<file path="src/sic_pkg.sv">
// Shared widths, defaults and the square root result record.
`timescale 1ns / 1ps
package sic_pkg;

  localparam int SIDE_W = 17;
  localparam int POS_W  = 34;
  localparam int ROOT_W = 17;
  localparam int REM_W  = 20;
  localparam int MAX_SIDE_DEF = 131071;

  typedef struct packed {
    logic              vld;
    logic [ROOT_W-1:0] root;
    logic              exact;
    logic [POS_W-1:0]  pos;
    logic [SIDE_W-1:0] side;
  } sqrt_res_t;

endpackage

</file>
<file path="src/sic_sqrt_pipe.sv">
// Pipelined integer square root, one root bit per stage.
`timescale 1ns / 1ps
module sic_sqrt_pipe (
  input  logic                         clk,
  input  logic                         rst_n,
  input  logic                         en,
  input  logic                         in_vld,
  input  logic [sic_pkg::SIDE_W-1:0]   in_side,
  input  logic [sic_pkg::POS_W-1:0]    in_pos,
  output sic_pkg::sqrt_res_t           res
);

  localparam int NS = sic_pkg::ROOT_W;

  logic                        vld_r  [NS];
  logic [sic_pkg::REM_W-1:0]   rem_r  [NS];
  logic [sic_pkg::ROOT_W-1:0]  root_r [NS];
  logic [sic_pkg::POS_W-1:0]   pos_r  [NS];
  logic [sic_pkg::SIDE_W-1:0]  side_r [NS];

  genvar i;
  generate
    for (i = 0; i < NS; i++) begin : g_stage
      logic [sic_pkg::REM_W-1:0]  prev_rem;
      logic [sic_pkg::ROOT_W-1:0] prev_root;
      logic [sic_pkg::POS_W-1:0]  prev_pos;
      logic [sic_pkg::SIDE_W-1:0] prev_side;
      logic                       prev_vld;
      logic [sic_pkg::REM_W-1:0]  cur;
      logic [sic_pkg::REM_W-1:0]  trial;
      logic                       ge;
      logic [sic_pkg::REM_W-1:0]  rem_nxt;
      logic [sic_pkg::ROOT_W-1:0] root_nxt;

      if (i == 0) begin : g_first
        assign prev_rem  = '0;
        assign prev_root = '0;
        assign prev_pos  = in_pos;
        assign prev_side = in_side;
        assign prev_vld  = in_vld;
      end else begin : g_next
        assign prev_rem  = rem_r[i-1];
        assign prev_root = root_r[i-1];
        assign prev_pos  = pos_r[i-1];
        assign prev_side = side_r[i-1];
        assign prev_vld  = vld_r[i-1];
      end

      // bring down the next two radicand bits, try root*4+1
      assign cur      = {prev_rem[sic_pkg::REM_W-3:0],
                         prev_pos[sic_pkg::POS_W-1-2*i -: 2]};
      assign trial    = {1'b0, prev_root, 2'b01};
      assign ge       = (cur >= trial);
      assign rem_nxt  = ge ? (cur - trial) : cur;
      assign root_nxt = {prev_root[sic_pkg::ROOT_W-2:0], ge};

      always_ff @(posedge clk) begin
        if (!rst_n) begin
          vld_r[i] <= 1'b0;
        end else if (en) begin
          vld_r[i] <= prev_vld;
        end
      end

      always_ff @(posedge clk) begin
        if (en) begin
          rem_r[i]  <= rem_nxt;
          root_r[i] <= root_nxt;
          pos_r[i]  <= prev_pos;
          side_r[i] <= prev_side;
        end
      end
    end
  endgenerate

  assign res.vld   = vld_r[NS-1];
  assign res.root  = root_r[NS-1];
  assign res.exact = (rem_r[NS-1] == '0);
  assign res.pos   = pos_r[NS-1];
  assign res.side  = side_r[NS-1];

endmodule

</file>
<file path="src/sic_ring_map.sv">
// Ring side, offset split and coordinate stages after the square root.
`timescale 1ns / 1ps
module sic_ring_map #(
  parameter int MAX_SIDE = sic_pkg::MAX_SIDE_DEF
) (
  input  logic                         clk,
  input  logic                         rst_n,
  input  logic                         en,
  input  sic_pkg::sqrt_res_t           sq,
  output logic                         out_vld,
  output logic [sic_pkg::SIDE_W-1:0]   out_line,
  output logic [sic_pkg::SIDE_W-1:0]   out_col,
  output logic                         out_bad
);

  localparam int SW = sic_pkg::SIDE_W;
  localparam int PW = sic_pkg::POS_W;

  // e1: ring side and side squared
  logic          e1_vld_r;
  logic [17:0]   e1_m_r;
  logic [PW-1:0] e1_ss_r, e1_pos_r;
  logic [SW-1:0] e1_side_r;
  logic [17:0]   m_nxt;

  always_comb begin
    if (sq.root[0]) begin
      m_nxt = sq.exact ? {1'b0, sq.root} : ({1'b0, sq.root} + 18'd2);
    end else begin
      m_nxt = {1'b0, sq.root} + 18'd1;
    end
  end

  always_ff @(posedge clk) begin
    if (en) begin
      e1_m_r    <= m_nxt;
      e1_ss_r   <= sq.side * sq.side;
      e1_pos_r  <= sq.pos;
      e1_side_r <= sq.side;
    end
  end

  // e2: inner ring area and request check
  logic          e2_vld_r, e2_bad_r, e2_one_r;
  logic [17:0]   e2_m_r;
  logic [35:0]   e2_sq_r;
  logic [PW-1:0] e2_pos_r;
  logic [SW-1:0] e2_side_r;
  logic [17:0]   mm2;
  logic          bad_nxt;

  assign mm2 = e1_m_r - 18'd2;
  assign bad_nxt = (e1_side_r == '0) || !e1_side_r[0] ||
                   ({15'b0, e1_side_r} > 32'(MAX_SIDE)) ||
                   (e1_pos_r == '0) || (e1_pos_r > e1_ss_r);

  always_ff @(posedge clk) begin
    if (en) begin
      e2_m_r    <= e1_m_r;
      e2_sq_r   <= mm2 * mm2;
      e2_bad_r  <= bad_nxt;
      e2_one_r  <= (e1_pos_r == PW'(1));
      e2_pos_r  <= e1_pos_r;
      e2_side_r <= e1_side_r;
    end
  end

  // e3: offset into the ring
  logic          e3_vld_r, e3_bad_r, e3_one_r;
  logic [17:0]   e3_m_r;
  logic [19:0]   e3_off_r;
  logic [SW-1:0] e3_side_r;
  logic [PW-1:0] off_full;

  assign off_full = e2_pos_r - e2_sq_r[PW-1:0] - PW'(1);

  always_ff @(posedge clk) begin
    if (en) begin
      e3_m_r    <= e2_m_r;
      e3_off_r  <= off_full[19:0];
      e3_bad_r  <= e2_bad_r;
      e3_one_r  <= e2_one_r;
      e3_side_r <= e2_side_r;
    end
  end

  // e4: ring side index and position along it, ring shift
  logic          e4_vld_r, e4_bad_r, e4_one_r;
  logic [1:0]    e4_q_r;
  logic [17:0]   e4_r_r, e4_m_r;
  logic [SW-1:0] e4_h_r, e4_side_r;
  logic [19:0]   k1, k2, k3, sub;
  logic [1:0]    q_nxt;
  logic [19:0]   r_full;
  logic [17:0]   hd;

  assign k1 = {2'b0, e3_m_r - 18'd1};
  assign k2 = {k1[18:0], 1'b0};
  assign k3 = k2 + k1;

  always_comb begin
    if (e3_off_r >= k3) begin
      q_nxt = 2'd3; sub = k3;
    end else if (e3_off_r >= k2) begin
      q_nxt = 2'd2; sub = k2;
    end else if (e3_off_r >= k1) begin
      q_nxt = 2'd1; sub = k1;
    end else begin
      q_nxt = 2'd0; sub = '0;
    end
  end

  assign r_full = e3_off_r - sub;
  assign hd     = {1'b0, e3_side_r} - e3_m_r;

  always_ff @(posedge clk) begin
    if (en) begin
      e4_q_r    <= q_nxt;
      e4_r_r    <= r_full[17:0];
      e4_h_r    <= hd[SW:1];
      e4_m_r    <= e3_m_r;
      e4_bad_r  <= e3_bad_r;
      e4_one_r  <= e3_one_r;
      e4_side_r <= e3_side_r;
    end
  end

  // e5: coordinates, output register
  logic          e5_vld_r, e5_bad_r;
  logic [SW-1:0] e5_line_r, e5_col_r;
  logic [17:0]   mh, h18, ln, cl;

  assign h18 = {1'b0, e4_h_r};
  assign mh  = e4_m_r + h18;

  always_comb begin
    case (e4_q_r)
      2'd0: begin
        ln = mh;
        cl = mh - 18'd1 - e4_r_r;
      end
      2'd1: begin
        ln = mh - 18'd1 - e4_r_r;
        cl = h18 + 18'd1;
      end
      2'd2: begin
        ln = h18 + 18'd1;
        cl = h18 + 18'd2 + e4_r_r;
      end
      default: begin
        ln = h18 + 18'd2 + e4_r_r;
        cl = mh;
      end
    endcase
  end

  always_ff @(posedge clk) begin
    if (en) begin
      e5_bad_r <= e4_bad_r;
      if (e4_bad_r) begin
        e5_line_r <= '0;
        e5_col_r  <= '0;
      end else if (e4_one_r) begin
        e5_line_r <= {1'b0, e4_side_r[SW-1:1]} + SW'(1);
        e5_col_r  <= {1'b0, e4_side_r[SW-1:1]} + SW'(1);
      end else begin
        e5_line_r <= ln[SW-1:0];
        e5_col_r  <= cl[SW-1:0];
      end
    end
  end

  always_ff @(posedge clk) begin
    if (!rst_n) begin
      e1_vld_r <= 1'b0;
      e2_vld_r <= 1'b0;
      e3_vld_r <= 1'b0;
      e4_vld_r <= 1'b0;
      e5_vld_r <= 1'b0;
    end else if (en) begin
      e1_vld_r <= sq.vld;
      e2_vld_r <= e1_vld_r;
      e3_vld_r <= e2_vld_r;
      e4_vld_r <= e3_vld_r;
      e5_vld_r <= e4_vld_r;
    end
  end

  assign out_vld  = e5_vld_r;
  assign out_line = e5_line_r;
  assign out_col  = e5_col_r;
  assign out_bad  = e5_bad_r;

endmodule

</file>
<file path="src/spiral_index_to_coordinate.sv">
// Top level: square spiral position to grid line and column.
`timescale 1ns / 1ps
// Maps a 1-based position on a square spiral centered in an odd grid to its
// 1-based line and column. One transfer is accepted every cycle unless the
// output stalls; a result passes 17 square root stages, one per root bit,
// then five stages for ring side, ring area, offset, side split and
// coordinates. The whole pipe advances together whenever the
// output register is empty or being taken, so a stall on the result side
// holds every stage in place. An even or zero side, a side above MAX_SIDE,
// a zero position or a position beyond side squared gives bad_request = 1
// with zero coordinates.
module spiral_index_to_coordinate #(
  parameter int MAX_SIDE = sic_pkg::MAX_SIDE_DEF
) (
  input  logic        clk,
  input  logic        rst_n,
  input  logic        in_tvalid,
  output logic        in_tready,
  input  logic [55:0] in_tdata,   // [16:0] grid_side, [50:17] spiral_position
  output logic        out_tvalid,
  input  logic        out_tready,
  output logic [39:0] out_tdata,  // [16:0] line, [33:17] column
  output logic        out_tuser   // [0] bad_request
);

  logic               en;
  sic_pkg::sqrt_res_t sq;
  logic [16:0]        line, column;
  logic               bad;

  // global advance: free when the output slot is empty or being drained
  assign en        = !out_tvalid || out_tready;
  assign in_tready = en;

  sic_sqrt_pipe u_sqrt (
    .clk     (clk),
    .rst_n   (rst_n),
    .en      (en),
    .in_vld  (in_tvalid),
    .in_side (in_tdata[16:0]),
    .in_pos  (in_tdata[50:17]),
    .res     (sq)
  );

  sic_ring_map #(
    .MAX_SIDE (MAX_SIDE)
  ) u_map (
    .clk      (clk),
    .rst_n    (rst_n),
    .en       (en),
    .sq       (sq),
    .out_vld  (out_tvalid),
    .out_line (line),
    .out_col  (column),
    .out_bad  (bad)
  );

  assign out_tdata = {6'b0, column, line};
  assign out_tuser = bad;

endmodule

</file>
<file path="config.mk">
export PLATFORM = sky130hd
export DESIGN_NAME = spiral_index_to_coordinate
export DESIGN_NICKNAME = d
export VERILOG_FILES = /design/src/sic_pkg.sv /design/src/sic_sqrt_pipe.sv /design/src/sic_ring_map.sv /design/src/spiral_index_to_coordinate.sv
export SDC_FILE = /design/constraint.sdc
export NUM_CORES = 2
export LEC_CHECK = 0
export BUFFER_PORTS_ARGS = -buffer_cell sky130_fd_sc_hd__buf_2
export CORE_MARGIN = 4
export CORE_UTILIZATION = 60
export DETAILED_ROUTE_END_ITERATION = 10
export HOLD_SLACK_MARGIN = 0.06
export PLACE_DENSITY = 0.87
export SKIP_CTS_REPAIR_TIMING = 1
export SLEW_MARGIN = 5
export SYNTH_ARGS = -nofsm -noshare
export SYNTH_HDL_FRONTEND = slang
export SYNTH_SLANG_ARGS = --single-unit
</file>
<file path="constraint.sdc">
create_clock -name clk -period 70.8 [get_ports clk]
set_input_delay 10.62 -clock clk [delete_from_list [all_inputs] [get_ports clk]]
set_output_delay 10.62 -clock clk [all_outputs]
set_load 0.03 [all_outputs]
</file>
**After elaboration in Yosys (flattened, before gate mapping)**

Memories as Yosys holds them, arrays and structs flattened. A register that Yosys moved wholly into a read port is not among the register bits.
Cells that the tools add are included.

- Bits in registers: 314
- Bits in latches: 0
- RAM bits: 1513
- Bits in read-only memories: 0
- Input port bits: 60
- Output and inout bits: 43
- Memories kept: 5

Memory list:

| memory | words | bits a word | read ports | clocked after Yosys merged registers in | write ports | line | source |
|---|---|---|---|---|---|---|---|
| u_sqrt.pos_r | 17 | 34 | 17 | 1 | 17 | sic_sqrt_pipe.sv:18 | `logic [sic_pkg::POS_W-1:0] pos_r [NS];` |
| u_sqrt.rem_r | 17 | 20 | 17 | 0 | 17 | sic_sqrt_pipe.sv:16 | `logic [sic_pkg::REM_W-1:0] rem_r [NS];` |
| u_sqrt.root_r | 17 | 17 | 17 | 0 | 17 | sic_sqrt_pipe.sv:17 | `logic [sic_pkg::ROOT_W-1:0] root_r [NS];` |
| u_sqrt.side_r | 17 | 17 | 17 | 0 | 17 | sic_sqrt_pipe.sv:19 | `logic [sic_pkg::SIDE_W-1:0] side_r [NS];` |
| u_sqrt.vld_r | 17 | 1 | 17 | 1 | 17 | sic_sqrt_pipe.sv:15 | `logic vld_r [NS];` |

- Add/sub/neg operators: 33
- Multipliers: 2
- Divide/modulo/power cells: 0
- $lt $le $gt $ge: 21
- Equality and inequality tests: 3
- Shift operators: 0
- Muxes and demuxes: 50
- Bitwise gates (word level): 17
- Reductions and logical operators: 12

Operators with widths:

| kind | number |
|---|---|
| $ge 20x19->1 | 17 |
| $mux 20 | 17 |
| $sub 20x19->20 | 16 |
| $pmux 17 s3 | 2 |
| $mux 17 | 5 |
| $mux 18 | 2 |
| $add 17x17->17 | 2 |
| $eq 34x1->1 const B | 1 |
| $gt 34x34->1 | 1 |
| $logic_not 34->1 | 1 |
| $mul 17x17->34 | 1 |
| $sub 17x17->17 | 2 |
| $mux 1 | 24 |
| $add 19x18->20 | 1 |
| $ge 20x18->1 | 1 |
| $ge 20x20->1 | 1 |
| $logic_not 20->1 | 1 |
| $mul 18x18->20 | 1 |
| $sub 20x1->20 const B | 1 |
| $sub 20x20->20 | 1 |
| $add 17x1->18 const B | 1 |
| $add 17x2->18 const B | 1 |
| $sub 17x18->18 | 1 |
| $sub 18x1->18 const B | 1 |
| 15 further kinds | 36 |

**Longest topological paths before layout**

- Depth in word-level cells: 6
- Depth in mapped cells: 39
- Depth with buffers taken out: 37

**Modules after synthesis**

A second synthesis with hierarchy kept.

- Cell total of the unflattened synthesis: 6384
- Area, all modules: 85208.0 sq um

Modules (own cells, without submodules):

| module | times used | cells an instance | area an instance (sq um) | sequential area each (sq um) |
|---|---|---|---|---|
| sic_sqrt_pipe | 1 | 3171 | 51685.8 | 39778.2 |
| sic_ring_map | 1 | 3205 | 33467.1 | 10279.9 |
| spiral_index_to_coordinate | 1 | 8 | 55.1 | 0.0 |

**Least setup slack after synthesis**

Ideal clock, no wire load.

- Kind: input port to output port
- From: input out_tready
- To: output in_tready
- Arrival: 55.590 ns
- Slack: 4.590 ns
- Stages: 4
- Path buffers: 2
- Path through: nor2b_1 -> clkbuf_1 -> inv_1 -> clkbuf_1

- Longest elaborated chain between the ends: 1

RTL lines:

| what | line | source |
|---|---|---|
| start, declared | spiral_index_to_coordinate.sv:21 | `input logic out_tready,` |
| $logic_or 1x1->1 | spiral_index_to_coordinate.sv:32 | `assign en = !out_tvalid \|\| out_tready;` |
| end, declared | spiral_index_to_coordinate.sv:18 | `output logic in_tready,` |

Every way passes these cells.

**Final worst setup path**

Same ends and word-level chain as after synthesis.

==> metrics.csv <==
stage,metric,value,unit
logic_synthesis,post-synth cell types,93,
placement,"worst slack, placed",48.01,ns
logic_synthesis,Yosys reg bits,1669,
sta,"Hold Violations, Final",0,
placement,count of input and output buffers,91,
placement,RePlAce Congestion,0.929,
global_routing,first-pass GRT wire length,259000,µm
route,DR vias,49384,
setup_path,CP Data Arrival Time,12.16,ns
setup_path,CP Capture Type,primary output,
clock_network,Root Buffer,clkbuf_16,
sta,RSZ-0062 raised after global routing,false,
global_routing,initial antenna violation count,0,
final_layout,"commonest non-fill, non-tap cell in the layout",edfxtp_1,
placement,dpl hpwl,108000,µm
setup_path,slowest library cell on the worst path,nor2b_1,
clock_network,CTS tree,done,
clock_network,Sink Count,1669,
final_layout,Post-layout nets,7491,
global_routing,maximum number of pins on one net before global-route repair,197,
sta,crit path time final,22.78,ns
status,status,finished clean,
sta,final worst slack,48.02,ns
route,# DRC,0,
sta,final worst-path cycle share,0.322,
logic_synthesis,dominant synthesized flop cell,edfxtp_1,
sta,Slew headroom,0.150,
die,row count,137,
run,Max-Cap Viols,0,
die,Core Box Area,0.140,mm²
clock_network,worst-skew pair later-pin latency,0.81,ns
sta,Fmax achieved,43.9,MHz
die,Ports,103,
setup_path,Setup crit start kind,input pin,
clock_network,cts bufs inserted,165,
logic_synthesis,syn_area_per_cell,13.3,µm²
die,DIE HEIGHT,384,µm
setup_path,crit-path max FO,158,
setup_path,Max stage delay on crit path,0.61,ns
route,total wire length,160000,µm
final_layout,n_diodes,0,
die,die area,0.147,mm²
final_layout,post-layout util,0.665,
setup_path,crit-path cells,buf_2 -> nor2b_1 -> inv_8 -> buf_2,
global_routing,vias in the first global route,50771,
clock_network,Clock H-tree levels,4,
min_path,Hold Crit Class,reg -> reg,
clock_network,clock buffer depth,3,
route,DRT antenna net count,0,
logic_synthesis,Synth warnings,0,
setup_path,Setup CP Type,in -> out,
global_routing,total track usage,0.219,
route,DRT iter0 DRCs,4032,
clock_network,clock-pin slew on the worst setup and hold paths,0.06,ns
route,DR vias/cell,5.75,
setup_path,"Req. time, crit path",60.18,ns
setup_path,"most used cell, CP",buf_2,
global_routing,gr ovfl total,0,
route,routed len/inst,18.7,µm
logic_synthesis,number of synthesized flops with an enable pin,1663,
die,DIE WIDTH,384,µm
final_layout,Layout area overhead,9.75,%
final_layout,most frequent cells in the layout,"edfxtp_1, inv_1, ha_1, nand2_1, nor2_1",
logic_synthesis,Post-Syn Area,0.0848,mm²
sta,Least-Margin Pin Slew,1.28,ns
route,drt pass-1 iters,8,
logic_synthesis,sequential fraction of the synthesis area,0.590,
logic_synthesis,cells after synthesis,6384,
sta,Fin Clk Skew,0.0476,ns
sta,Final setup viols,0,
sta,setup TNS,0,ns
die,initial core utilization,0.606,
sta,max-slew violation count,0,
final_layout,fraction of layout cells with a size suffix above 1,0.0712,
logic_synthesis,Post-synth ARST share,0,
## sequential cells by signal, indices dropped and copies added, names as in the netlist, 19 cells and up
signal,count
u_map.e2_pos_r,20
u_sqrt.pos_r,578
u_sqrt.root_r,153
u_map.e1_ss_r,33
u_map.e1_pos_r,34
u_sqrt.side_r,289
u_map.e3_off_r,20
u_sqrt.rem_r,288
u_map.e2_sq_r,19
## worst max-delay path, delay by kind of cell
family        cells  cell delay (ns)
simple gates      1             0.61
buf+inv           3             0.91
## cells in the mapped netlist, types with 114 or more instances
cell type,n,area share
edfxtp_1,1663,0.59
inv_1,862,0.038
ha_1,540,0.080
nand2_1,402,0.018
nor2_1,370,0.016
fa_1,318,0.075
xnor2_1,285,0.029
a21oi_1,259,0.015
o21ai_0,204,0.012
xor2_1,159,0.016
nor3_1,114,0.0067
## per-layer routing
metal / part of all wire / up-vias / track usage
li1: - / 22976 / -
met1: 0.39 / 24144 / 0.263
met2: 0.51 / 1783 / 0.389
met3: 0.055 / 481 / 0.0353
met4: 0.045 / 0 / 0.0962
met5: 0 / - / 0
## cells by family after synthesis
group,synth area share
adder cells (fa/ha/maj),0.155
AND/OR/NAND/NOR,0.0840
AO/OA/AOI/OAI,0.0689
flip-flops,0.590
buffers and inverters,0.0439
multiplexers,0.0112
other,0.0000886
XOR/XNOR,0.0466
## metrics by stage
step                hold WS [ns]  instances  area (µm²)
floorplan                  0.400       6390       84800
global placement           0.400       8282       87500
detailed placement         0.405       8282       87500
CTS                        0.388       8586       93100
global route               0.392       8586       93100
finish                     0.398       8586       93100
## layout make-up
class / count / area [µm²]
sequential: 1669 / 50100
fill: 9301 / 46800
multi-input combinational: 3744 / 31000
clock buffer: 212 / 4370
inverter: 872 / 3280
tap: 1876 / 2350
clock inverter: 92 / 1230
timing repair buffer: 121 / 718
## final timing paths
kind                                  startpoint               end  slack [ns]  depth (start not counted)
worst max-delay path                  out_tready         in_tready       48.02                          4
worst min register to register  u_map.e2_m_r[15]  u_map.e3_m_r[15]        0.40                          0
worst max register to register   u_map.e3_m_r[0]  u_map.e4_r_r[15]       60.48                         35
worst min-delay path            u_map.e2_m_r[15]  u_map.e3_m_r[15]        0.40                          0
Power is left out: the tool's default activity adds up to more than one toggle a clock period on the data nets, which glitch-free logic cannot reach.
